$ cat src/rtl/core/scd_pkg.sv
// Shared types, constants and the CRC-8 byte update for the scratchpad CRC decoder.
// No dependencies.
package scd_pkg;

  // Reflected form of polynomial 0x31, shifted right, LSB first
  localparam logic [7:0] CrcPolyRefl = 8'h8C;
  localparam logic [7:0] CrcInit     = 8'h00;

  // One result word handed from the CRC core to the output register
  typedef struct packed {
    logic signed [15:0] temperature_sixteenths;
    logic               crc_ok;
  } result_t;

  // Eight unrolled reflected CRC steps over one data byte
  function automatic logic [7:0] crc8_byte(input logic [7:0] crc_in, input logic [7:0] data);
    logic [7:0] crc;
    logic       fb;
    crc = crc_in;
    for (int k = 0; k < 8; k++) begin
      fb  = crc[0] ^ data[k];
      crc = {1'b0, crc[7:1]};
      if (fb) begin
        crc = crc ^ CrcPolyRefl;
      end
    end
    return crc;
  endfunction

endpackage

$ cat src/rtl/core/scd_byte_if.sv
// Valid/ready channel carrying one scratchpad byte per word.
// No dependencies.
interface scd_byte_if;
  logic       valid;
  logic       ready;
  logic [7:0] data_byte;

  modport source (output valid, output data_byte, input ready);
  modport sink   (input valid, input data_byte, output ready);
endinterface

$ cat src/rtl/core/scd_result_if.sv
// Valid/ready channel carrying one decoded reading per word.
// No dependencies.
interface scd_result_if;
  logic               valid;
  logic               ready;
  logic signed [15:0] temperature_sixteenths;
  logic               crc_ok;

  modport source (output valid, output temperature_sixteenths, output crc_ok, input ready);
  modport sink   (input valid, input temperature_sixteenths, input crc_ok, output ready);
endinterface

$ cat src/rtl/core/scd_in_reg.sv
// Input register stage: captures one byte word and holds it until the core consumes it.
// No package dependencies.
module scd_in_reg (
  input  logic       clk_i,
  input  logic       rst_ni,
  input  logic       in_valid_i,
  input  logic [7:0] in_data_i,
  input  logic       advance_i,
  output logic       ready_o,
  output logic       valid_o,
  output logic [7:0] data_o
);

  logic       valid_q, valid_d;
  logic [7:0] data_q;
  logic       load;

  // Free when empty or when the held word moves on this cycle
  assign ready_o = !valid_q || advance_i;
  assign load    = in_valid_i && ready_o;

  always_comb begin
    valid_d = valid_q;
    if (load) begin
      valid_d = 1'b1;
    end else if (advance_i) begin
      valid_d = 1'b0;
    end
  end

  always_ff @(posedge clk_i or negedge rst_ni) begin
    if (!rst_ni) begin
      valid_q <= 1'b0;
    end else begin
      valid_q <= valid_d;
    end
  end

  // Payload needs no reset
  always_ff @(posedge clk_i) begin
    if (load) begin
      data_q <= in_data_i;
    end
  end

  assign valid_o = valid_q;
  assign data_o  = data_q;

endmodule

$ cat src/rtl/core/scd_crc_core.sv
// CRC-8 accumulator, byte position tracking and reading selection.
// Depends on scd_pkg (crc8_byte, result_t).
module scd_crc_core #(
  parameter int BYTES_PER_READING = 9
) (
  input  logic                clk_i,
  input  logic                rst_ni,
  input  logic [7:0]          data_i,
  input  logic                advance_i,
  output logic                last_o,
  output scd_pkg::result_t    res_o
);

  localparam int IdxW    = $clog2(BYTES_PER_READING);
  localparam int LastIdx = BYTES_PER_READING - 1;

  logic [7:0]      crc_q, crc_d;
  logic [IdxW-1:0] idx_q, idx_d;
  logic [7:0]      low_q, low_d;
  logic [7:0]      high_q, high_d;
  logic [15:0]     good_q, good_d;
  logic [7:0]      crc_next;
  logic            crc_ok;

  assign crc_next = scd_pkg::crc8_byte(crc_q, data_i);
  assign crc_ok   = (crc_next == 8'h00);
  assign last_o   = (idx_q >= IdxW'(LastIdx));

  // Result for the last byte of a reading
  always_comb begin
    res_o.crc_ok                 = crc_ok;
    res_o.temperature_sixteenths = crc_ok ? $signed({high_q, low_q}) : $signed(good_q);
  end

  // State update on every consumed byte
  always_comb begin
    crc_d  = crc_q;
    idx_d  = idx_q;
    low_d  = low_q;
    high_d = high_q;
    good_d = good_q;
    if (advance_i) begin
      if (idx_q == IdxW'(0)) begin
        low_d = data_i;
      end else if (idx_q == IdxW'(1)) begin
        high_d = data_i;
      end
      if (last_o) begin
        crc_d = scd_pkg::CrcInit;
        idx_d = '0;
        if (crc_ok) begin
          good_d = {high_q, low_q};
        end
      end else begin
        crc_d = crc_next;
        idx_d = idx_q + IdxW'(1);
      end
    end
  end

  always_ff @(posedge clk_i or negedge rst_ni) begin
    if (!rst_ni) begin
      crc_q  <= scd_pkg::CrcInit;
      idx_q  <= '0;
      low_q  <= '0;
      high_q <= '0;
      good_q <= '0;
    end else begin
      crc_q  <= crc_d;
      idx_q  <= idx_d;
      low_q  <= low_d;
      high_q <= high_d;
      good_q <= good_d;
    end
  end

endmodule

$ cat src/rtl/core/sensor_scratchpad_crc_decoder.sv
// Scratchpad CRC decoder: one byte word per cycle, one reading word per BYTES_PER_READING bytes.
// Path: input register, combinational unrolled CRC-8, then result register for the last byte.
// Throughput: 1 byte per cycle unless the last byte of a reading waits for the result register.
// Reset: asynchronous, active low; clears CRC, byte position, held bytes and last good reading.
// Depends on scd_pkg, scd_byte_if, scd_result_if, scd_in_reg, scd_crc_core.
module sensor_scratchpad_crc_decoder #(
  parameter int BYTES_PER_READING = 9
) (
  input  logic                clk_i,
  input  logic                rst_ni,
  scd_byte_if.sink            byte_i,
  scd_result_if.source        result_o
);

  logic             s_valid;
  logic [7:0]       s_data;
  logic             s_last;
  logic             advance;
  logic             out_free;
  scd_pkg::result_t core_res;

  logic             out_valid_q, out_valid_d;
  scd_pkg::result_t out_q;

  // Input register
  scd_in_reg u_in_reg (
    .clk_i      (clk_i),
    .rst_ni     (rst_ni),
    .in_valid_i (byte_i.valid),
    .in_data_i  (byte_i.data_byte),
    .advance_i  (advance),
    .ready_o    (byte_i.ready),
    .valid_o    (s_valid),
    .data_o     (s_data)
  );

  // CRC and reading logic
  scd_crc_core #(
    .BYTES_PER_READING (BYTES_PER_READING)
  ) u_core (
    .clk_i     (clk_i),
    .rst_ni    (rst_ni),
    .data_i    (s_data),
    .advance_i (advance),
    .last_o    (s_last),
    .res_o     (core_res)
  );

  // Intermediate bytes retire freely; the last byte needs room in the result register
  assign out_free = !out_valid_q || result_o.ready;
  assign advance  = s_valid && (!s_last || out_free);

  always_comb begin
    out_valid_d = out_valid_q;
    if (advance && s_last) begin
      out_valid_d = 1'b1;
    end else if (result_o.ready) begin
      out_valid_d = 1'b0;
    end
  end

  always_ff @(posedge clk_i or negedge rst_ni) begin
    if (!rst_ni) begin
      out_valid_q <= 1'b0;
    end else begin
      out_valid_q <= out_valid_d;
    end
  end

  always_ff @(posedge clk_i) begin
    if (advance && s_last) begin
      out_q <= core_res;
    end
  end

  assign result_o.valid                  = out_valid_q;
  assign result_o.temperature_sixteenths = out_q.temperature_sixteenths;
  assign result_o.crc_ok                 = out_q.crc_ok;

endmodule
$ cat src/flat_wrapper.sv
// flat-port wrapper written by rule: the top's interface ports become plain ports
module sensor_scratchpad_crc_decoder_flat 
#(
  parameter int BYTES_PER_READING = 9
)
  (clk_i, rst_ni, byte_i_valid, byte_i_data_byte, byte_i_ready, result_o_valid, result_o_temperature_sixteenths, result_o_crc_ok, result_o_ready);
  scd_byte_if byte_i_i ();
  scd_result_if result_o_i ();
  input  logic clk_i;
  input  logic rst_ni;
  input wire logic [$bits(byte_i_i.valid)-1:0] byte_i_valid;
  input wire logic [$bits(byte_i_i.data_byte)-1:0] byte_i_data_byte;
  output wire logic [$bits(byte_i_i.ready)-1:0] byte_i_ready;
  output wire logic [$bits(result_o_i.valid)-1:0] result_o_valid;
  output wire logic [$bits(result_o_i.temperature_sixteenths)-1:0] result_o_temperature_sixteenths;
  output wire logic [$bits(result_o_i.crc_ok)-1:0] result_o_crc_ok;
  input wire logic [$bits(result_o_i.ready)-1:0] result_o_ready;
  assign byte_i_i.valid = byte_i_valid;
  assign byte_i_i.data_byte = byte_i_data_byte;
  assign byte_i_ready = byte_i_i.ready;
  assign result_o_valid = result_o_i.valid;
  assign result_o_temperature_sixteenths = result_o_i.temperature_sixteenths;
  assign result_o_crc_ok = result_o_i.crc_ok;
  assign result_o_i.ready = result_o_ready;
  sensor_scratchpad_crc_decoder #(.BYTES_PER_READING(BYTES_PER_READING)) u_core (.clk_i(clk_i), .rst_ni(rst_ni), .byte_i(byte_i_i), .result_o(result_o_i));
endmodule
$ cat config.mk
export PLATFORM = sky130hd
export DESIGN_NAME = sensor_scratchpad_crc_decoder_flat
export DESIGN_NICKNAME = d
export VERILOG_FILES = /design/src/rtl/core/scd_pkg.sv /design/src/rtl/core/scd_byte_if.sv /design/src/rtl/core/scd_result_if.sv /design/src/rtl/core/scd_in_reg.sv /design/src/rtl/core/scd_crc_core.sv /design/src/rtl/core/sensor_scratchpad_crc_decoder.sv /design/src/flat_wrapper.sv
export SDC_FILE = /design/constraint.sdc
export NUM_CORES = 1
export LEC_CHECK = 0
export ABC_CLOCK_PERIOD_IN_PS = 2500
export BUFFER_PORTS_ARGS = -buffer_cell sky130_fd_sc_hd__buf_2
export CAP_MARGIN = 5
export CELL_PAD_IN_SITES_DETAIL_PLACEMENT = 0
export CELL_PAD_IN_SITES_GLOBAL_PLACEMENT = 1
export CORE_MARGIN = 2
export CORE_UTILIZATION = 44
export DETAILED_ROUTE_END_ITERATION = 16
export GPL_ROUTABILITY_DRIVEN = 0
export PLACE_DENSITY = 0.74
export SYNTH_ARGS = -nofsm -noshare
export SYNTH_HDL_FRONTEND = slang
export SYNTH_HIERARCHICAL = 1
export SYNTH_SLANG_ARGS = --single-unit
$ cat constraint.sdc
create_clock -name clk_i -period 2.5 [get_ports clk_i]
set_clock_uncertainty 0.05 [all_clocks]
set_input_delay 0.375 -clock clk_i [delete_from_list [all_inputs] [get_ports clk_i]]
set_output_delay 0.375 -clock clk_i [all_outputs]
set_load 0.02 [all_outputs]
[Word level (Yosys, flattened, before mapping)]
Index checks and enable logic that the tools add are counted.
Storage, ports and cells
  flip-flop bits (word level): 71
  input bits: 12
  output and inout bits: 19
  word-level logic and storage cells: 61
Operators by class
  add/sub/neg operators: 1
  $lt $le $gt $ge: 1
  eq/ne operators: 1
  multiplexer cells: 15
  bitwise logic cells: 17
  reduce and logical (&&, ||, !) cells: 16
Operator list (number)
  8-bit 2-to-1 mux: 9
  2-bit inverter with 3-bit output: 8
  16-bit 2-to-1 mux: 1
  8-bit logical NOT: 1
  1-bit XOR: 8
  4-bit by 1-bit adder with 4-bit output, second input constant: 1
  4-bit by 1-bit == test with 1-bit output, second input constant: 1
  4-bit >= comparator, second input constant: 1
  4-bit logical NOT: 1
  1-bit 2-to-1 mux: 4
  4-bit 2-to-1 mux: 1
  2-bit AND reduction: 2
  2-bit nonzero test: 2
  1-bit logical AND: 3
  1-bit logical NOT: 3
  1-bit logical OR: 3
  3-bit AND reduction: 1
  1-bit inverter: 1

[Logic depth before layout (Yosys ltp)]
Gate-level depths: netlist (run 1).
  word-level depth: 18
  gate-level depth with buffers: 7
  depth with buffers taken out: 6

[Hierarchy]
Netlist (run 1), hierarchy kept.
By module, submodules not included
  scd_crc_core: times used 1, cells each 157, area each 2249.7 µm², seq. area each 1101.1 µm²
  sensor_scratchpad_crc_decoder: times used 1, cells each 23, area each 574.3 µm², seq. area each 535.5 µm²
  scd_in_reg: times used 1, cells each 12, area each 294.0 µm², seq. area each 265.3 µm²

[Least setup slack after synthesis (run 1)]
No wires, ideal clock.
  path type: register -> register
  from: register u_core.u_in_reg.data_q[2], in the netlist u_core/u_in_reg/data_o[2]
  to: register u_core.out_q, in the netlist u_core/result_o.temperature_sixteenths[0] (data pin)
  library setup time: 0.260 ns
  arrival: 2.046 ns
  data required time: 2.190 ns
  setup slack: 0.144 ns
  stages on the path, launching flop included: 7
  path buffers: 1
  period minus slack after synthesis: 2.356 ns
  cell sequence: edfxtp_1 > xor2_1 > xnor3_2 > nand4_4 > nor3_4 > buf_4 > mux2_2
RTL lines
  start, declared: RTL line scd_in_reg.sv:15  | logic [7:0] data_q;
  start signal, assigned: RTL line scd_in_reg.sv:42  | data_q <= in_data_i;
  end signal, assigned: RTL line sensor_scratchpad_crc_decoder.sv:72  | out_q <= core_res;
  end, declared: RTL line sensor_scratchpad_crc_decoder.sv:23  | scd_pkg::result_t out_q;

==> out/metrics.yaml, run 1 <==
status: "finished, final reports clean"
rsz0062_at_grt: "no"
fin_util: 0.529
syn_area_mm2: 0.00312
final_net_count: 252
vias: 1612
wl_um: 5080
final_common_cell: "dfrtp_1"
multiInputGateArea_mm2: 0.00116
final.min_clock_period_ns: 2.38
antenna_found_initial: 0
routedWlPerCell_um: 15.0
place_ws_ns: 0.121
drive_above_1_share: 0.467
cts_tree: "done"
p_sw_mw: 1.33
cts_hold_buf: 0
yosysUniqueCellTypes: 35
fin_ws_ns: 0.124
p_int_mw: 2.60
synth_edf_count: 25
dp.cells: 322
pwr_density_cell_mw_per_mm2: 1090
critPathLaunch: "u_core/u_in_reg/data_o[4]"
drc_errors: 0
cts_resized: 0
cp_max_fo: 17
cts.sinks: 71
drtIter0Drc: 52
htreeDepth: 3
synth.net_count: 207
rr_startpoint: "u_core/u_in_reg/data_o[4]"
grt_pass1_vias: 1632
ant_nets: 0
yosys.area.top_type: "dfrtp_1"
max_freq_mhz: 421
fin_crit_sh: 0.950
die_y_um: 88.2
finalPower_mw: 3.93
setup_viol: 0
root_buffer: "clkbuf_8"
hold_path_class: "primary input to async pin"
synthFlopType: "dfrtp_1"
clockPowerShare: 0.193
path_clk_slew_ns: 0.07
setup.worst_path.start_class: "flip-flop"
rr_endpoint: "u_core/result_o.temperature_sixteenths[6]"
worstMarginPinSlew_ns: 0.586
io_pins: 31
fin_setup_tns_ns: 0
placed_area_mm2: 0.00345
rows: 30
final_max_slew_viol_count: 0
ir_drop_mv: 0.559
synth-async-reset-ratio: 0.648
synth_top_area_share: 0.369
hpwl_um: 3330
fin_area_mm2: 0.00361
antenna_cells: 0
arrival_ns: 2.40
final_cell_mix: "dfrtp_1 (46), mux2_2 (37), buf_2 (30)"
hold_ws_ns: 0.0714
clock_path_buffers: 2
p_seq_frac: 0.443
crit_type: "flip-flop to flip-flop"
final-hold-violation-count: 0
cts_setup_buffers: 0
grtUsageTotal: 0.149
syn-instance-count: 192
fillers: 589
finalNonFillerCells: 338
clk_latency_ns: 0.33
cp.required_ns: 2.53
seq_area_frac_synth: 0.610
ys_warn_count: 6
r2r_cells: 6
synth_area_leaders: "dfrtp_1 (37%), edfxtp_1 (24%), mux2_2 (13%)"
p_leak_nw: 1.56
io_buffers: 30
initial_utilization: 0.456
synth_seq_cells: 71
grt.overflow.total: 0
area_delta_synth_final_pct: 15.8
worst_slew_margin_rel: 0.609
grt_max_degree: 47
avgSynthCellArea_um2: 16.2
die_x_um: 88.2
worstSetupEndpoint: "u_core/result_o.temperature_sixteenths[6]"
r2r_setup_slack_ns: 0.12
cts_buffers: 9
register_area_mm2: 0.00190
combPwrFrac: 0.365
core_mm2: 0.00683
die_area_mm2: 0.00778
grt_pass1_wl_um: 8400
dr.pass1.iters: 4
viasPerCell: 4.77
cp-end-kind: "flip-flop"
switching_share: 0.339
drv_cap: 0
[cell type report]
| type | count | area share |
|---|---|---|
| Sequential cell | 71 | 0.527 |
| Multi-Input combinational cell | 111 | 0.321 |
| Timing Repair Buffer | 41 | 0.0714 |
| Clock buffer | 12 | 0.0374 |
| Tap cell | 96 | 0.0333 |
| Clock inverter | 4 | 0.00693 |
| Inverter | 3 | 0.00312 |
[worst min path at each step]
| stage | cells after the start | start | to |
|---|---|---|---|
| 6_report | 2 | rst_ni | u_core/u_core/good_q[11] |
| 5_1_grt | 2 | rst_ni | u_core/u_core/good_q[4] |
| 4_1_cts | 2 | rst_ni | u_core/u_core/good_q[11] |
| 3_5_place_dp | 2 | u_core/u_core/crc_q[3] | u_core/u_core/crc_q[3] |
| 3_3_place_gp | 1 | u_core/u_core/good_q[0] | u_core/u_core/good_q[0] |
| 2_1_floorplan | 0 | rst_ni | u_core/result_o.valid |
[synth_stat cells (all sizes together), types with 2 or more instances]
| master | number |
|---|---|
| o21ai | 2 |
| mux2i | 2 |
| clkbuf | 4 |
| nor2b | 2 |
| nor2 | 3 |
| xor2 | 5 |
| inv | 3 |
| nand2 | 5 |
| buf | 3 |
| o2bb2ai | 7 |
| edfxtp | 25 |
| o31ai | 2 |
| dfrtp | 46 |
| nor3 | 2 |
| mux2 | 48 |
| ha | 3 |
| nand2b | 4 |
| xnor2 | 16 |
[kinds of logic (layout without fill, tap and decap cells)]
family / Yosys count / in the layout / share of synthesized area
DFF: 71 / 71 / 0.610
muxes: 50 / 50 / 0.192
and+or+nand+nor: 24 / 24 / 0.0630
AOI/OAI and AO/OA: 12 / 12 / 0.0313
buffers and inverters: 10 / 60 / 0.0181
adders and majority gates: 3 / 3 / 0.0120
xor gates and xnor gates: 22 / 22 / 0.0738
[flip-flops by register name, indices dropped and copies added (netlist names), 4 cells and up]
| name | cells |
|---|---|
| u_core/result_o.temperature_sixteenths | 16 |
| u_core/u_core/idx_q | 4 |
| u_core/u_core/high_q | 8 |
| u_core/u_core/crc_q | 8 |
| u_core/u_core/low_q | 8 |
| u_core/u_in_reg/data_o | 8 |
| u_core/u_core/good_q | 16 |
[metal layers]
layer  up-vias  GRT usage  wire (um)
met5         -          0          0
met4         0     0.0702         54
met3         6     0.0311        132
met2        24      0.230       2440
met1       802      0.201       2450
li1        780          -          -
[critical path: stages, from the launching register on]
cell and delay [ns]:
edfxtp_1 0.45, xnor2_1 0.44, xnor2_2 0.22, nand4_4 0.17, nor3_4 0.24, buf_12 0.18
mux2_2 0.35
[power by group through the flow]
stage | clock, mW | combinational (mW) | sequential (mW)
final | 0.758 | 1.43 | 1.74
after global routing | 0.839 | 1.58 | 1.79
after CTS | 0.791 | 1.45 | 1.74
after detailed placement | 0 | 1.44 | 1.76
after global placement | 0 | 1.43 | 1.75
after floorplan | 0 | 1.10 | 1.75
(Power assumes the default switching activity.)
==> run 2: changes to the inputs <==
ABC_CLOCK_PERIOD_IN_PS = not set   (was 2500)
PLACE_DENSITY = 0.81   (was 0.74)
==> out/metrics.yaml, run 2 (synthesis gave the netlist of run 1 again) <==
cts_resized: 0  # unchanged
final_cell_mix: "dfrtp_1 (46), mux2_2 (37), buf_2 (30)"
dr.pass1.iters: 4  # unchanged
wl_um: 5020  # -1.1%
rr_startpoint: "u_core/u_in_reg/data_o[2]"
cp.required_ns: 2.68  # +0.15 ns
final.min_clock_period_ns: 2.38  # +0.00728 ns
clockPowerShare: 0.258  # +0.065
ant_nets: 0  # unchanged
fin_ws_ns: 0.117  # -0.00728 ns
worst_slew_margin_rel: 0.606  # -0.00270
die_x_um: 88.2  # unchanged
cts_tree: "done"
antenna_found_initial: 0  # unchanged
root_buffer: "clkbuf_8"
clk_latency_ns: 0.34  # about the same
io_buffers: 30  # unchanged
final_common_cell: "dfrtp_1"
fin_crit_sh: 0.953  # +0.00291
die_area_mm2: 0.00778  # unchanged
setup_viol: 0  # unchanged
p_leak_nw: 1.60  # +2.1%
htreeDepth: 3  # unchanged
place_ws_ns: 0.112  # -0.00886 ns
grt_pass1_wl_um: 8530  # +1.5%
routedWlPerCell_um: 15.0  # -0.20%
drv_cap: 0  # unchanged
p_sw_mw: 1.37  # +2.7%
core_mm2: 0.00683  # unchanged
cp-end-kind: "flip-flop"
drtIter0Drc: 74  # +42%
cts_buffers: 9  # unchanged
viasPerCell: 4.84  # +1.5%
switching_share: 0.322  # -0.0167
combPwrFrac: 0.331  # -0.034
p_int_mw: 2.88  # +11%
fin_area_mm2: 0.00367  # +1.7%
worstMarginPinSlew_ns: 0.590  # +0.00404 ns
area_delta_synth_final_pct: 17.8
max_freq_mhz: 420  # -0.31%
die_y_um: 88.2  # unchanged
drc_errors: 0  # unchanged
grt.overflow.total: 0  # unchanged
hold_path_class: "primary input to async pin"
final_max_slew_viol_count: 0  # unchanged
critPathLaunch: "u_core/u_in_reg/data_o[2]"
grt_max_degree: 47  # unchanged
grt_pass1_vias: 1643  # +0.67%
rows: 30  # unchanged
fin_setup_tns_ns: 0  # unchanged
p_seq_frac: 0.412  # -0.031
vias: 1622  # +0.62%
cts.sinks: 71  # unchanged
hold_ws_ns: 0.0530  # -0.0184 ns
pwr_density_cell_mw_per_mm2: 1160  # +6.2%
final_net_count: 249  # -1.2%
clock_path_buffers: 2  # unchanged
cp_max_fo: 16  # -1
path_clk_slew_ns: 0.08  # about the same
antenna_cells: 0  # unchanged
cts_hold_buf: 0  # unchanged
cts_setup_buffers: 0  # unchanged
rsz0062_at_grt: "no"
drive_above_1_share: 0.473  # +0.00586
placed_area_mm2: 0.00343  # -0.65%
status: "finished, final reports clean"
final-hold-violation-count: 0  # unchanged
crit_type: "flip-flop to flip-flop"
hpwl_um: 3280  # -1.4%
setup.worst_path.start_class: "flip-flop"
arrival_ns: 2.56  # +0.16 ns
ir_drop_mv: 0.512  # -8.5%
grtUsageTotal: 0.152  # +0.00309
fin_util: 0.538  # +0.00916
initial_utilization: 0.456  # unchanged
io_pins: 31  # unchanged
run 2: changes by cell type in the layout (fill, tap and decap cells not counted):
cell        change
clkinv_4        +3
clkbuf_1        -3
bufinv_16       +3
buf_4           -3
clkinv_2        -1
clkinvlp_4      -2
run 2: path summary, 6_finish.rpt:
kind / end / cells after the start / slack, ns
setup reg to reg: u_core/u_core/good_q[13] / 6 / 0.12
max in group asynchronous: u_core/u_core/low_q[5] / 2 / 1.93
min in group clk_i: u_core/u_in_reg/data_o[4] / 1 / 0.16
hold reg to reg: u_core/u_core/crc_q[3] / 2 / 0.46
setup / recovery: u_core/u_core/good_q[13] / 6 / 0.12
hold / removal: u_core/u_core/good_q[5] / 2 / 0.05
run 2: metal layers:
metal	part of all wire	up-vias	track usage	routed length, um
met3	0.034	10	0.0368	173
met1	0.48	810	0.207	2430
met5	0	-	0	0
met2	0.46	28	0.224	2290
met4	0.024	0	0.0826	122
li1	-	774	-	-
run 2: stage by stage:
stage                     total power, mW  instances
final                                4.24        335
after global routing                 4.52        335
after CTS                            4.29        335
after detailed placement             3.18        319
after global placement               3.15        319
after floorplan                      2.85        192
run 2: critical path: stages (launching register included):
cell and delay (ns):
edfxtp_1 0.51, xor2_1 0.23, xnor3_2 0.45, nand4_4 0.12
nor4_4 0.35, buf_12 0.21, mux2_2 0.35
run 2: final cells by class:
class                           instances  area (um2)
Timing Repair Buffer                   38         235
Multi-Input combinational cell        111        1160
Clock inverter                          7         121
Tap cell                               96         120
Clock buffer                            9         124
Sequential cell                        71        1900
Fill cell                             588        3160
Inverter                                3        11.3
run 2: power groups by stage:
stage | sequential (mW) | clock, mW | combinational [mW]
6_report | 1.75 | 1.09 | 1.40
5_1_grt | 1.79 | 1.17 | 1.56
4_1_cts | 1.75 | 1.12 | 1.42
3_5_place_dp | 1.77 | 0 | 1.41
3_3_place_gp | 1.76 | 0 | 1.39
2_1_floorplan | 1.75 | 0 | 1.10
